`src/rtl/core/i2cts_pkg.sv`:
```
`timescale 1ns / 1ps
// ---------------------------------------------------------------------------
// I2C target sequencer package
// Types, status codes and sizes shared by the sequencer modules.
// ---------------------------------------------------------------------------
package i2cts_pkg;

   localparam int DATA_DEPTH    = 64;
   localparam int COMMAND_DEPTH = 16;
   localparam int DATA_AW       = $clog2(DATA_DEPTH);
   localparam int POS_W         = 7;
   localparam int CLEN_W        = 5;
   localparam int CSR_IDX_W     = 1;
   localparam int CSR_DATA_W    = 7;

   localparam logic [POS_W-1:0]  DATA_DEPTH_P   = POS_W'(DATA_DEPTH);
   localparam logic [POS_W-1:0]  CMD_DEPTH_P    = POS_W'(COMMAND_DEPTH);
   localparam logic [CLEN_W-1:0] CMD_DEPTH_C    = CLEN_W'(COMMAND_DEPTH);
   localparam logic [POS_W-1:0]  DATA_CAP_RESET = POS_W'(DATA_DEPTH);

   localparam logic [CSR_IDX_W-1:0] CSR_COMMAND_LENGTH = 1'b0;
   localparam logic [CSR_IDX_W-1:0] CSR_DATA_CAPACITY  = 1'b1;

   // Serial interface status codes, target receiver and transmitter.
   localparam logic [7:0] ST_ADDR_W      = 8'h60;
   localparam logic [7:0] ST_ARB_ADDR_W  = 8'h68;
   localparam logic [7:0] ST_GCALL       = 8'h70;
   localparam logic [7:0] ST_ARB_GCALL   = 8'h78;
   localparam logic [7:0] ST_DATA_RX     = 8'h80;
   localparam logic [7:0] ST_GCALL_RX    = 8'h90;
   localparam logic [7:0] ST_STOP_RESTART = 8'hA0;
   localparam logic [7:0] ST_ARB_ADDR_R  = 8'hB0;
   localparam logic [7:0] ST_ADDR_R      = 8'hA8;
   localparam logic [7:0] ST_DATA_TX_ACK = 8'hB8;
   localparam logic [7:0] ST_DATA_TX_NAK = 8'hC0;
   localparam logic [7:0] TX_FILLER      = 8'h55;

   typedef enum logic [2:0] {
      PH_IDLE,
      PH_READY,
      PH_CMD,
      PH_RX,
      PH_TX
   } phase_type;

   typedef enum logic [1:0] {
      OP_EVENT,
      OP_BUF_WRITE,
      OP_RESTART,
      OP_STOP
   } op_type;

   typedef struct packed {
      op_type             op;
      logic [7:0]         bus_status;
      logic [7:0]         rx_byte;
      logic signed [7:0]  reply_length;
      logic [5:0]         buffer_index;
      logic [7:0]         buffer_byte;
   } req_type;

   typedef struct packed {
      logic               acknowledge;
      logic               tx_valid;
      logic [7:0]         tx_byte;
      logic               notify_valid;
      logic [4:0]         notify_command_length;
      logic [6:0]         notify_data_length;
      logic               general_call;
      logic               store_valid;
      logic               store_is_command;
      logic [5:0]         store_slot;
      logic [7:0]         store_value;
      logic               fault;
   } rsp_type;

   typedef struct packed {
      logic               en;
      logic [DATA_AW-1:0] addr;
      logic [7:0]         data;
   } buf_wr_type;

endpackage

```
`src/rtl/core/i2cts_if.sv`:
```
`timescale 1ns / 1ps
// ---------------------------------------------------------------------------
// I2C target sequencer channels
// Valid/ready interfaces for the request and response beats.
// ---------------------------------------------------------------------------
interface i2cts_req_if;
   logic              valid;
   logic              ready;
   logic [1:0]        cmd;
   logic [7:0]        bus_status;
   logic [7:0]        rx_byte;
   logic signed [7:0] reply_length;
   logic [5:0]        buffer_index;
   logic [7:0]        buffer_byte;

   modport source (output valid, cmd, bus_status, rx_byte, reply_length, buffer_index,
                   buffer_byte, input ready);
   modport sink (input valid, cmd, bus_status, rx_byte, reply_length, buffer_index,
                 buffer_byte, output ready);
endinterface

interface i2cts_rsp_if;
   logic       valid;
   logic       ready;
   logic       acknowledge;
   logic       tx_valid;
   logic [7:0] tx_byte;
   logic       notify_valid;
   logic [4:0] notify_command_length;
   logic [6:0] notify_data_length;
   logic       general_call;
   logic       store_valid;
   logic       store_is_command;
   logic [5:0] store_slot;
   logic [7:0] store_value;
   logic       fault;

   modport source (output valid, acknowledge, tx_valid, tx_byte, notify_valid,
                   notify_command_length, notify_data_length, general_call, store_valid,
                   store_is_command, store_slot, store_value, fault, input ready);
   modport sink (input valid, acknowledge, tx_valid, tx_byte, notify_valid,
                 notify_command_length, notify_data_length, general_call, store_valid,
                 store_is_command, store_slot, store_value, fault, output ready);
endinterface

```
`src/rtl/core/i2cts_buffer.sv`:
```
`timescale 1ns / 1ps
// ---------------------------------------------------------------------------
// I2C target data buffer
// Single-write memory with a registered, write-forwarding read port and a
// mirror of entry zero for transmits that restart at the first byte.
// ---------------------------------------------------------------------------
module i2cts_buffer import i2cts_pkg::*; (
   input  logic               clock,
   input  buf_wr_type         wr,
   input  logic [DATA_AW-1:0] rd_addr,
   output logic [7:0]         rd_data,
   output logic [7:0]         first_data
);

   logic [7:0] mem_ff [DATA_DEPTH];
   logic [7:0] rd_data_ff;
   logic [7:0] first_ff;

   always_ff @(posedge clock) begin
      if (wr.en) begin
         mem_ff[wr.addr] <= wr.data;
      end
      // A write to the entry being fetched must be seen by the next beat.
      if (wr.en && (wr.addr == rd_addr)) begin
         rd_data_ff <= wr.data;
      end else begin
         rd_data_ff <= mem_ff[rd_addr];
      end
      if (wr.en && (wr.addr == '0)) begin
         first_ff <= wr.data;
      end
   end

   assign rd_data    = rd_data_ff;
   assign first_data = first_ff;

endmodule

```
`src/rtl/core/i2c_target_transaction_sequencer.sv`:
```
`timescale 1ns / 1ps
// ---------------------------------------------------------------------------
// I2C target transaction sequencer
// Steps a target-side I2C transaction on serial interface status codes.
// ---------------------------------------------------------------------------
// The req_bus channel carries one beat per bus event, buffer write, restart
// or stop; the rsp_bus channel returns exactly one beat for each of them, in
// order. The csr_ port writes the command length (index 0) and the data
// capacity (index 1); a capacity write also reloads the data limit. Write
// the registers only while no beat is in flight.
// A request beat is captured in an input register and evaluated there; when
// it fires, its response is captured in the response register and offered
// on rsp_bus. One beat is taken every cycle while the response side accepts.
// The data buffer is a memory with a registered read port; it is read ahead
// at the next byte position so transmits keep pace.
// Reset clears the phase to idle, acknowledge off, the byte position and
// general call flag to zero, the command length to zero and the data limit
// to the full buffer depth. Buffer contents are undefined until written.
// When the response side stalls, the finished beat is held and one more
// request is taken into the input register before req ready drops.
// ---------------------------------------------------------------------------
module i2c_target_transaction_sequencer import i2cts_pkg::*; (
   input  logic                  clock,
   input  logic                  reset,
   i2cts_req_if.sink             req_bus,
   i2cts_rsp_if.source           rsp_bus,
   input  logic                  csr_write_en,
   input  logic [CSR_IDX_W-1:0]  csr_index,
   input  logic [CSR_DATA_W-1:0] csr_write_data
);

   // Input stage and response register.
   logic       s1_valid_ff;
   req_type    s1_ff;
   logic       rsp_valid_ff;
   rsp_type    rsp_ff;
   rsp_type    rsp_in;
   logic       fire;

   // Sequencer state.
   phase_type          phase_ff, phase_in;
   logic [POS_W-1:0]   pos_ff, pos_in;
   logic               gcall_ff, gcall_in;
   logic [POS_W-1:0]   limit_ff, limit_in;
   logic               ack_ff, ack_in;
   logic [CLEN_W-1:0]  cmd_len_ff;

   logic [CLEN_W-1:0]  clen;
   logic               is_addr, is_rx, is_end, is_tx_start, is_tx_next, is_release;
   logic               err;
   phase_type          rx_phase;
   logic [POS_W-1:0]   rx_pos, rx_pos_next, tx_pos;
   logic               rx_room, tx_room;
   logic [POS_W-1:0]   reply_limit;

   buf_wr_type         buf_wr;
   logic [7:0]         buf_rd_data;
   logic [7:0]         buf_first_data;

   assign fire        = s1_valid_ff && (!rsp_valid_ff || rsp_bus.ready);
   assign req_bus.ready = !s1_valid_ff || fire;

   always_ff @(posedge clock) begin
      if (reset) begin
         s1_valid_ff <= 1'b0;
      end else if (req_bus.valid && req_bus.ready) begin
         s1_valid_ff <= 1'b1;
      end else if (fire) begin
         s1_valid_ff <= 1'b0;
      end
   end

   always_ff @(posedge clock) begin
      if (req_bus.valid && req_bus.ready) begin
         s1_ff.op           <= op_type'(req_bus.cmd);
         s1_ff.bus_status   <= req_bus.bus_status;
         s1_ff.rx_byte      <= req_bus.rx_byte;
         s1_ff.reply_length <= req_bus.reply_length;
         s1_ff.buffer_index <= req_bus.buffer_index;
         s1_ff.buffer_byte  <= req_bus.buffer_byte;
      end
   end

   assign clen = (cmd_len_ff > CMD_DEPTH_C) ? CMD_DEPTH_C : cmd_len_ff;

   // A data byte while ready opens the command part at position zero.
   assign rx_phase    = (phase_ff == PH_READY) ? PH_CMD : phase_ff;
   assign rx_pos      = (phase_ff == PH_READY) ? '0 : pos_ff;
   assign rx_pos_next = rx_pos + POS_W'(1);
   assign rx_room     = (rx_pos < limit_ff) && (rx_pos < DATA_DEPTH_P);
   assign tx_pos      = is_tx_start ? '0 : pos_ff;
   assign tx_room     = (tx_pos < limit_ff) && (tx_pos < DATA_DEPTH_P);
   assign reply_limit = (s1_ff.reply_length > 8'sd64) ? DATA_DEPTH_P
                                                      : s1_ff.reply_length[POS_W-1:0];

   // Status code decode and protocol error check.
   always_comb begin
      is_addr     = 1'b0;
      is_rx       = 1'b0;
      is_end      = 1'b0;
      is_tx_start = 1'b0;
      is_tx_next  = 1'b0;
      is_release  = 1'b0;
      err         = 1'b0;
      case (s1_ff.bus_status)
         ST_ADDR_W, ST_ARB_ADDR_W, ST_GCALL, ST_ARB_GCALL: begin
            is_addr = 1'b1;
            err     = (phase_ff != PH_READY);
         end
         ST_DATA_RX, ST_GCALL_RX: begin
            is_rx = 1'b1;
            err   = (rx_phase != PH_CMD) && (rx_phase != PH_RX);
         end
         ST_STOP_RESTART: begin
            is_end = 1'b1;
         end
         ST_ARB_ADDR_R, ST_ADDR_R: begin
            is_tx_start = 1'b1;
            err         = (clen != '0) && (phase_ff != PH_TX);
         end
         ST_DATA_TX_ACK: begin
            is_tx_next = 1'b1;
            err        = (phase_ff != PH_TX);
         end
         ST_DATA_TX_NAK: begin
            is_release = 1'b1;
         end
         default: begin
            err = 1'b1;
         end
      endcase
   end

   // Next state.
   always_comb begin
      phase_in = phase_ff;
      pos_in   = pos_ff;
      gcall_in = gcall_ff;
      limit_in = limit_ff;
      ack_in   = ack_ff;
      if (fire) begin
         case (s1_ff.op)
            OP_RESTART: begin
               if (phase_ff == PH_IDLE) begin
                  phase_in = PH_READY;
                  ack_in   = 1'b1;
               end
            end
            OP_STOP: begin
               phase_in = PH_IDLE;
               ack_in   = 1'b0;
            end
            OP_EVENT: begin
               if (err) begin
                  phase_in = PH_READY;
                  ack_in   = 1'b1;
               end else if (is_addr) begin
                  pos_in   = '0;
                  gcall_in = (s1_ff.bus_status == ST_GCALL) ||
                             (s1_ff.bus_status == ST_ARB_GCALL);
                  phase_in = (clen != '0) ? PH_CMD : PH_RX;
                  ack_in   = 1'b1;
               end else if (is_rx) begin
                  if (rx_phase == PH_CMD) begin
                     ack_in = 1'b1;
                     if (rx_pos_next >= POS_W'(clen)) begin
                        pos_in   = '0;
                        phase_in = PH_RX;
                     end else begin
                        pos_in   = rx_pos_next;
                        phase_in = PH_CMD;
                     end
                  end else begin
                     phase_in = PH_RX;
                     pos_in   = rx_room ? rx_pos_next : rx_pos;
                     ack_in   = rx_room;
                  end
               end else if (is_end) begin
                  ack_in = 1'b1;
                  if (s1_ff.reply_length <= 8'sd0) begin
                     phase_in = PH_READY;
                  end else begin
                     limit_in = reply_limit;
                     pos_in   = '0;
                     phase_in = PH_TX;
                  end
               end else if (is_tx_start || is_tx_next) begin
                  phase_in = PH_TX;
                  pos_in   = tx_room ? (tx_pos + POS_W'(1)) : tx_pos;
               end else if (is_release) begin
                  phase_in = PH_READY;
                  ack_in   = 1'b1;
               end
            end
            default: begin
            end
         endcase
      end
      // A capacity write reloads the data limit at once.
      if (csr_write_en && (csr_index == CSR_DATA_CAPACITY)) begin
         limit_in = (csr_write_data > DATA_DEPTH_P) ? DATA_DEPTH_P : csr_write_data;
      end
   end

   // Response fields.
   always_comb begin
      rsp_in              = '0;
      rsp_in.acknowledge  = ack_in;
      rsp_in.general_call = gcall_in;
      case (s1_ff.op)
         OP_RESTART: begin
            rsp_in.fault = (phase_ff != PH_IDLE);
         end
         OP_EVENT: begin
            rsp_in.fault = err;
            if (!err && is_rx && ((rx_phase == PH_CMD) || rx_room)) begin
               rsp_in.store_valid      = 1'b1;
               rsp_in.store_is_command = (rx_phase == PH_CMD);
               rsp_in.store_slot       = rx_pos[DATA_AW-1:0];
               rsp_in.store_value      = s1_ff.rx_byte;
            end
            if (is_end) begin
               rsp_in.notify_valid = 1'b1;
               if (phase_ff == PH_RX) begin
                  rsp_in.notify_command_length = clen;
                  rsp_in.notify_data_length    = pos_ff;
               end else begin
                  rsp_in.notify_command_length = (pos_ff > CMD_DEPTH_P) ? CMD_DEPTH_C
                                                                       : pos_ff[CLEN_W-1:0];
               end
            end
            if (!err && (is_tx_start || is_tx_next)) begin
               rsp_in.tx_valid = 1'b1;
               if (!tx_room) begin
                  rsp_in.tx_byte = TX_FILLER;
               end else if (is_tx_start) begin
                  rsp_in.tx_byte = buf_first_data;
               end else begin
                  rsp_in.tx_byte = buf_rd_data;
               end
            end
         end
         default: begin
         end
      endcase
   end

   // Buffer writes come from the host or from received data bytes.
   always_comb begin
      buf_wr      = '0;
      buf_wr.en   = 1'b0;
      buf_wr.addr = s1_ff.buffer_index;
      buf_wr.data = s1_ff.buffer_byte;
      if (fire) begin
         if (s1_ff.op == OP_BUF_WRITE) begin
            buf_wr.en = ({1'b0, s1_ff.buffer_index} < DATA_DEPTH_P);
         end else if ((s1_ff.op == OP_EVENT) && !err && is_rx &&
                      (rx_phase == PH_RX) && rx_room) begin
            buf_wr.en   = 1'b1;
            buf_wr.addr = rx_pos[DATA_AW-1:0];
            buf_wr.data = s1_ff.rx_byte;
         end
      end
   end

   i2cts_buffer u_buffer (
      .clock      (clock),
      .wr         (buf_wr),
      .rd_addr    (pos_in[DATA_AW-1:0]),
      .rd_data    (buf_rd_data),
      .first_data (buf_first_data)
   );

   always_ff @(posedge clock) begin
      if (reset) begin
         phase_ff   <= PH_IDLE;
         pos_ff     <= '0;
         gcall_ff   <= 1'b0;
         limit_ff   <= DATA_CAP_RESET;
         ack_ff     <= 1'b0;
         cmd_len_ff <= '0;
      end else begin
         phase_ff <= phase_in;
         pos_ff   <= pos_in;
         gcall_ff <= gcall_in;
         limit_ff <= limit_in;
         ack_ff   <= ack_in;
         if (csr_write_en && (csr_index == CSR_COMMAND_LENGTH)) begin
            cmd_len_ff <= csr_write_data[CLEN_W-1:0];
         end
      end
   end

   always_ff @(posedge clock) begin
      if (reset) begin
         rsp_valid_ff <= 1'b0;
      end else if (fire) begin
         rsp_valid_ff <= 1'b1;
      end else if (rsp_bus.ready) begin
         rsp_valid_ff <= 1'b0;
      end
   end

   always_ff @(posedge clock) begin
      if (fire) begin
         rsp_ff <= rsp_in;
      end
   end

   assign rsp_bus.valid                 = rsp_valid_ff;
   assign rsp_bus.acknowledge           = rsp_ff.acknowledge;
   assign rsp_bus.tx_valid              = rsp_ff.tx_valid;
   assign rsp_bus.tx_byte               = rsp_ff.tx_byte;
   assign rsp_bus.notify_valid          = rsp_ff.notify_valid;
   assign rsp_bus.notify_command_length = rsp_ff.notify_command_length;
   assign rsp_bus.notify_data_length    = rsp_ff.notify_data_length;
   assign rsp_bus.general_call          = rsp_ff.general_call;
   assign rsp_bus.store_valid           = rsp_ff.store_valid;
   assign rsp_bus.store_is_command      = rsp_ff.store_is_command;
   assign rsp_bus.store_slot            = rsp_ff.store_slot;
   assign rsp_bus.store_value           = rsp_ff.store_value;
   assign rsp_bus.fault                 = rsp_ff.fault;

endmodule

```
`src/flat_wrapper.sv`:
```
// flat-port wrapper written by rule: the top's interface ports become plain ports
module i2c_target_transaction_sequencer_flat import i2cts_pkg::*;
  (clock, reset, csr_write_en, csr_index, csr_write_data, req_bus_valid, req_bus_cmd, req_bus_bus_status, req_bus_rx_byte, req_bus_reply_length, req_bus_buffer_index, req_bus_buffer_byte, req_bus_ready, rsp_bus_valid, rsp_bus_acknowledge, rsp_bus_tx_valid, rsp_bus_tx_byte, rsp_bus_notify_valid, rsp_bus_notify_command_length, rsp_bus_notify_data_length, rsp_bus_general_call, rsp_bus_store_valid, rsp_bus_store_is_command, rsp_bus_store_slot, rsp_bus_store_value, rsp_bus_fault, rsp_bus_ready);
  i2cts_req_if req_bus_i ();
  i2cts_rsp_if rsp_bus_i ();
  input  logic clock;
  input  logic reset;
  input  logic csr_write_en;
  input  logic [CSR_IDX_W-1:0] csr_index;
  input  logic [CSR_DATA_W-1:0] csr_write_data;
  input wire logic [$bits(req_bus_i.valid)-1:0] req_bus_valid;
  input wire logic [$bits(req_bus_i.cmd)-1:0] req_bus_cmd;
  input wire logic [$bits(req_bus_i.bus_status)-1:0] req_bus_bus_status;
  input wire logic [$bits(req_bus_i.rx_byte)-1:0] req_bus_rx_byte;
  input wire logic [$bits(req_bus_i.reply_length)-1:0] req_bus_reply_length;
  input wire logic [$bits(req_bus_i.buffer_index)-1:0] req_bus_buffer_index;
  input wire logic [$bits(req_bus_i.buffer_byte)-1:0] req_bus_buffer_byte;
  output wire logic [$bits(req_bus_i.ready)-1:0] req_bus_ready;
  output wire logic [$bits(rsp_bus_i.valid)-1:0] rsp_bus_valid;
  output wire logic [$bits(rsp_bus_i.acknowledge)-1:0] rsp_bus_acknowledge;
  output wire logic [$bits(rsp_bus_i.tx_valid)-1:0] rsp_bus_tx_valid;
  output wire logic [$bits(rsp_bus_i.tx_byte)-1:0] rsp_bus_tx_byte;
  output wire logic [$bits(rsp_bus_i.notify_valid)-1:0] rsp_bus_notify_valid;
  output wire logic [$bits(rsp_bus_i.notify_command_length)-1:0] rsp_bus_notify_command_length;
  output wire logic [$bits(rsp_bus_i.notify_data_length)-1:0] rsp_bus_notify_data_length;
  output wire logic [$bits(rsp_bus_i.general_call)-1:0] rsp_bus_general_call;
  output wire logic [$bits(rsp_bus_i.store_valid)-1:0] rsp_bus_store_valid;
  output wire logic [$bits(rsp_bus_i.store_is_command)-1:0] rsp_bus_store_is_command;
  output wire logic [$bits(rsp_bus_i.store_slot)-1:0] rsp_bus_store_slot;
  output wire logic [$bits(rsp_bus_i.store_value)-1:0] rsp_bus_store_value;
  output wire logic [$bits(rsp_bus_i.fault)-1:0] rsp_bus_fault;
  input wire logic [$bits(rsp_bus_i.ready)-1:0] rsp_bus_ready;
  assign req_bus_i.valid = req_bus_valid;
  assign req_bus_i.cmd = req_bus_cmd;
  assign req_bus_i.bus_status = req_bus_bus_status;
  assign req_bus_i.rx_byte = req_bus_rx_byte;
  assign req_bus_i.reply_length = req_bus_reply_length;
  assign req_bus_i.buffer_index = req_bus_buffer_index;
  assign req_bus_i.buffer_byte = req_bus_buffer_byte;
  assign req_bus_ready = req_bus_i.ready;
  assign rsp_bus_valid = rsp_bus_i.valid;
  assign rsp_bus_acknowledge = rsp_bus_i.acknowledge;
  assign rsp_bus_tx_valid = rsp_bus_i.tx_valid;
  assign rsp_bus_tx_byte = rsp_bus_i.tx_byte;
  assign rsp_bus_notify_valid = rsp_bus_i.notify_valid;
  assign rsp_bus_notify_command_length = rsp_bus_i.notify_command_length;
  assign rsp_bus_notify_data_length = rsp_bus_i.notify_data_length;
  assign rsp_bus_general_call = rsp_bus_i.general_call;
  assign rsp_bus_store_valid = rsp_bus_i.store_valid;
  assign rsp_bus_store_is_command = rsp_bus_i.store_is_command;
  assign rsp_bus_store_slot = rsp_bus_i.store_slot;
  assign rsp_bus_store_value = rsp_bus_i.store_value;
  assign rsp_bus_fault = rsp_bus_i.fault;
  assign rsp_bus_i.ready = rsp_bus_ready;
  i2c_target_transaction_sequencer u_core (.clock(clock), .reset(reset), .req_bus(req_bus_i), .rsp_bus(rsp_bus_i), .csr_write_en(csr_write_en), .csr_index(csr_index), .csr_write_data(csr_write_data));
endmodule
```
`config.mk`:
```
export PLATFORM = sky130hd
export DESIGN_NAME = i2c_target_transaction_sequencer_flat
export DESIGN_NICKNAME = d
export VERILOG_FILES = /design/src/rtl/core/i2cts_pkg.sv /design/src/rtl/core/i2cts_if.sv /design/src/rtl/core/i2cts_buffer.sv /design/src/rtl/core/i2c_target_transaction_sequencer.sv /design/src/flat_wrapper.sv
export SDC_FILE = /design/constraint.sdc
export NUM_CORES = 1
export LEC_CHECK = 0
export BUFFER_PORTS_ARGS = -buffer_cell sky130_fd_sc_hd__clkbuf_2
export CORE_ASPECT_RATIO = 1.1
export CORE_MARGIN = 3
export CORE_UTILIZATION = 50
export CTS_CLUSTER_DIAMETER = 60
export DETAILED_ROUTE_END_ITERATION = 10
export PLACE_DENSITY = 0.79
export SLEW_MARGIN = 25
export SYNTH_ARGS = -nofsm -noshare
export SYNTH_HDL_FRONTEND = slang
export SYNTH_SLANG_ARGS = --single-unit
```
`constraint.sdc`:
```
create_clock -name clock -period 4.5 [get_ports clock]
set_input_delay 0.45 -clock clock [delete_from_list [all_inputs] [get_ports clock]]
set_output_delay 0.45 -clock clock [all_outputs]
set_load 0.1 [all_outputs]
```
==> metrics.cfg <==
[hold_path]
min_to = u_core.s1_ff[8]$_DFFE_PP_
hold_depth = 1
min_path_type = in2reg
min_from = req_bus_buffer_index[0]

[timing]
setup_viol = 0
hold_viol = 0
hold_ws_ns = 0.06538
fin_skew_ns = 0.02113
worst_slack_ns = 0.1550
tightest_slew_ns = 1.112
max_freq_mhz = 230.1
finalCriticalPeriod_ns = 4.345
period_share = 0.9656
maxSlewHeadroom = 0.2568
rsz0062_at_grt = true
maxSlewViolCount = 0

[drt]
dr_total_vias = 15310
drt_iter0_drc = 1806
wl_um = 63750
routed_via_density = 6.219
drtAntennaViolNets = 0
wire_per_inst_um = 25.89
drc = 0
dr.pass1.iters = 6

[logic_synthesis]
synth_cell_types = 69
synthArstFlopShare = 0
ys_top_cells_by_area = edfxtp_1 69%, mux4_2 10%, dfxtp_1 2.5%
synth_cells = 1508
ys_seq_elements = 633
synth_top_cell_area_share = 0.6946
ys_seq_area_frac = 0.7192
synth_edf_count = 601
synth_warnings = 0
synth_area_leader_cell = edfxtp_1
syn_area_per_cell_sq_um = 17.23
syn-num-nets = 1585
synth_area_sq_um = 25980
synth_ff_type = edfxtp_1

[final_layout]
finish.instance_area_sq_um = 30300
syn2layout_area_growth_pct = 16.63
layout_common_cells = 601 x edfxtp_1, 129 x nor2_1, 116 x mux4_2, 104 x buf_4, 95 x clkbuf_2
drive_gt1_frac = 0.2574
fillers = 3617
mostFrequentLayoutCell = edfxtp_1
fin_util = 0.5898
nNetsFinal = 1824
num_antenna_cells = 0

[grt]
antenna_found_initial = 0
grt_pass1_wl_um = 96680
grt_max_degree = 66
grt_pass1_vias = 15560
grt_overflow_total = 0
grt_use_total = 0.2343

[worst_setup_path]
cpLargestDelayFamily = simple AND/OR/NAND/NOR gates
worstSetupPathType = reg2reg
startpoint = u_core.phase_ff[0]$_SDFFE_PP0P_
critPathBufInv = 2
regToRegEndpoint = u_core.u_buffer.mem_ff[3][3]$_DFFE_PP_
crit_fanout = 17
start_kind = register
path_common_cell = nand2_1
cp.required_ns = 4.75
slowest_delay_ns = 0.70
endpoint_kind = register
r2r_cells = 11
cp_slowest_cell = nor2_1
r2r_slack_ns = 0.15
critPathArrivalTime_ns = 4.60
path_cells = or3b_1 -> nand2_1 -> inv_1 -> ha_1 -> a2111o_1 -> o21ai_1 -> nand2_1 -> nor4_4 -> buf_12 -> a31oi_2 -> nor2_1
r2r_start = u_core.phase_ff[0]$_SDFFE_PP0P_

[clocking]
cts_tree = done
clk_pin_slew_ns = 0.06
clockBufferDepth = 3
cts.htree.levels = 2
cts_setup_buffers = 0
numCtsBuffers = 61
cts.sinks = 633
cts-root-buf = clkbuf_16
clk_latency_ns = 0.62

[flow_run]
maxCapViolations = 0

[placement]
dpl_cell_area_sq_um = 27930
place.gp.congestion = 0.9430
dp_hpwl_um = 40970
pre_cts_ws_ns = 0.1366
port_buffers = 95

[floorplan]
fp.dieH_um = 245.1
rows = 87
initial_core_util = 0.5057
core_area_sq_um = 51380
die-area_sq_um = 54740
io_pins = 96
die_width_um = 223.4

[power_and_ir_drop]
power_uw = 11930
cellPowerDensity_nw_per_um2 = 393.5
p_leak_uw = 0.009862
ir_worst_vdd_v = 0.0003474

[run_status]
status = finished clean

-- metal layers --
| layer | global-route usage | part of all wire | up-vias |
|---|---|---|---|
| li1 | - | - | 6554 |
| met1 | 0.3181 | 0.38 | 7630 |
| met2 | 0.3773 | 0.48 | 951 |
| met3 | 0.04940 | 0.096 | 177 |
| met4 | 0.09052 | 0.041 | 0 |
| met5 | 0 | 0 | - |
-- per-stage QoR --
step                      TNS (ns)  instances
final                            0       2462
after global routing       -0.5726       2462
after CTS                        0       2461
after detailed placement         0       2312
after global placement           0       2312
after floorplan                  0       1508
-- state kept, by name, summed over array words and instances, names as in the netlist, 3 cells and up, named ones only --
signal and count:
u_core.cmd_len_ff 5, u_core.limit_ff 7, u_core.phase_ff 3, u_core.pos_ff 7, u_core.rsp_bus.notify_command_length 5, u_core.rsp_bus.notify_data_length 7, u_core.rsp_bus.store_slot 6, u_core.rsp_bus.store_value 8
u_core.rsp_bus.tx_byte 8, u_core.s1_ff 40, u_core.u_buffer.first_data 8, u_core.u_buffer.mem_ff 512
-- cells by family after synthesis --
family / Yosys count / share of synthesized area
xor+xnor: 7 / 0.002360
buf+inv: 98 / 0.01522
flops: 633 / 0.7192
fa+ha+maj: 25 / 0.01194
compound gates: 198 / 0.05682
mux: 171 / 0.1231
simple gates: 376 / 0.07136
-- synth_stat cells, drive strengths merged (24+ instances only) --
| library cell | number |
|---|---|
| ha | 24 |
| mux4 | 116 |
| nand2 | 64 |
| edfxtp | 601 |
| buf | 31 |
| nand3 | 28 |
| clkbuf | 43 |
| a21oi | 32 |
| inv | 24 |
| mux2i | 39 |
| dfxtp | 32 |
| and2 | 27 |
| nor3 | 26 |
| nor2 | 137 |
| o21ai | 24 |
-- worst max-delay path by stage --
stage | to | slack, ns | depth (start not counted)
after floorplan | u_core.u_buffer.first_data[0]$_DFFE_PP_ | 0.48 | 13
final | u_core.u_buffer.mem_ff[3][3]$_DFFE_PP_ | 0.15 | 11
after detailed placement | u_core.u_buffer.mem_ff[2][5]$_DFFE_PP_ | 0.14 | 12
after global routing | u_core.u_buffer.mem_ff[3][3]$_DFFE_PP_ | -0.03 | 11
after global placement | u_core.u_buffer.mem_ff[2][5]$_DFFE_PP_ | 0.34 | 12
after CTS | u_core.u_buffer.mem_ff[2][0]$_DFFE_PP_ | 0.12 | 12
-- repair_timing --
item                                   in CTS  in global routing
endpoints found under the hold margin      38                  1
setup endpoints to repair                   0                405
hold buffers                               38                  1
resized for setup                           0                 13
-- worst reg2reg max path, delay by kind of cell, from the launching register on --
family | cells | cell delay, ns
and+or+nand+nor | 5 | 1.98
adders and majority gates | 1 | 0.24
DFF | 1 | 0.47
buffers and inverters | 2 | 0.35
AOI/OAI and AO/OA | 3 | 0.92
-- power breakdown --
| part | leakage, uW | switching (uW) | internal (uW) |
|---|---|---|---|
| clock | 0.000947 | 2140 | 2820 |
| sequential | 0.00570 | 35.1 | 6490 |
| combinational | 0.00322 | 331 | 106 |
| total | 0.00986 | 2510 | 9420 |
-- cell type report --
cell class / instances / area, sq um / area share
clock buffers: 78 / 1610 / 0.05314
repair buffers: 250 / 1826 / 0.06024
flip-flops and latches: 633 / 18700 / 0.6169
multi-input cells: 777 / 6922 / 0.2284
well taps: 667 / 834.6 / 0.02754
inverters: 24 / 90.09 / 0.002973
clock inverters: 33 / 326.6 / 0.01078
Note: power is estimated with default switching activity, not from simulation.
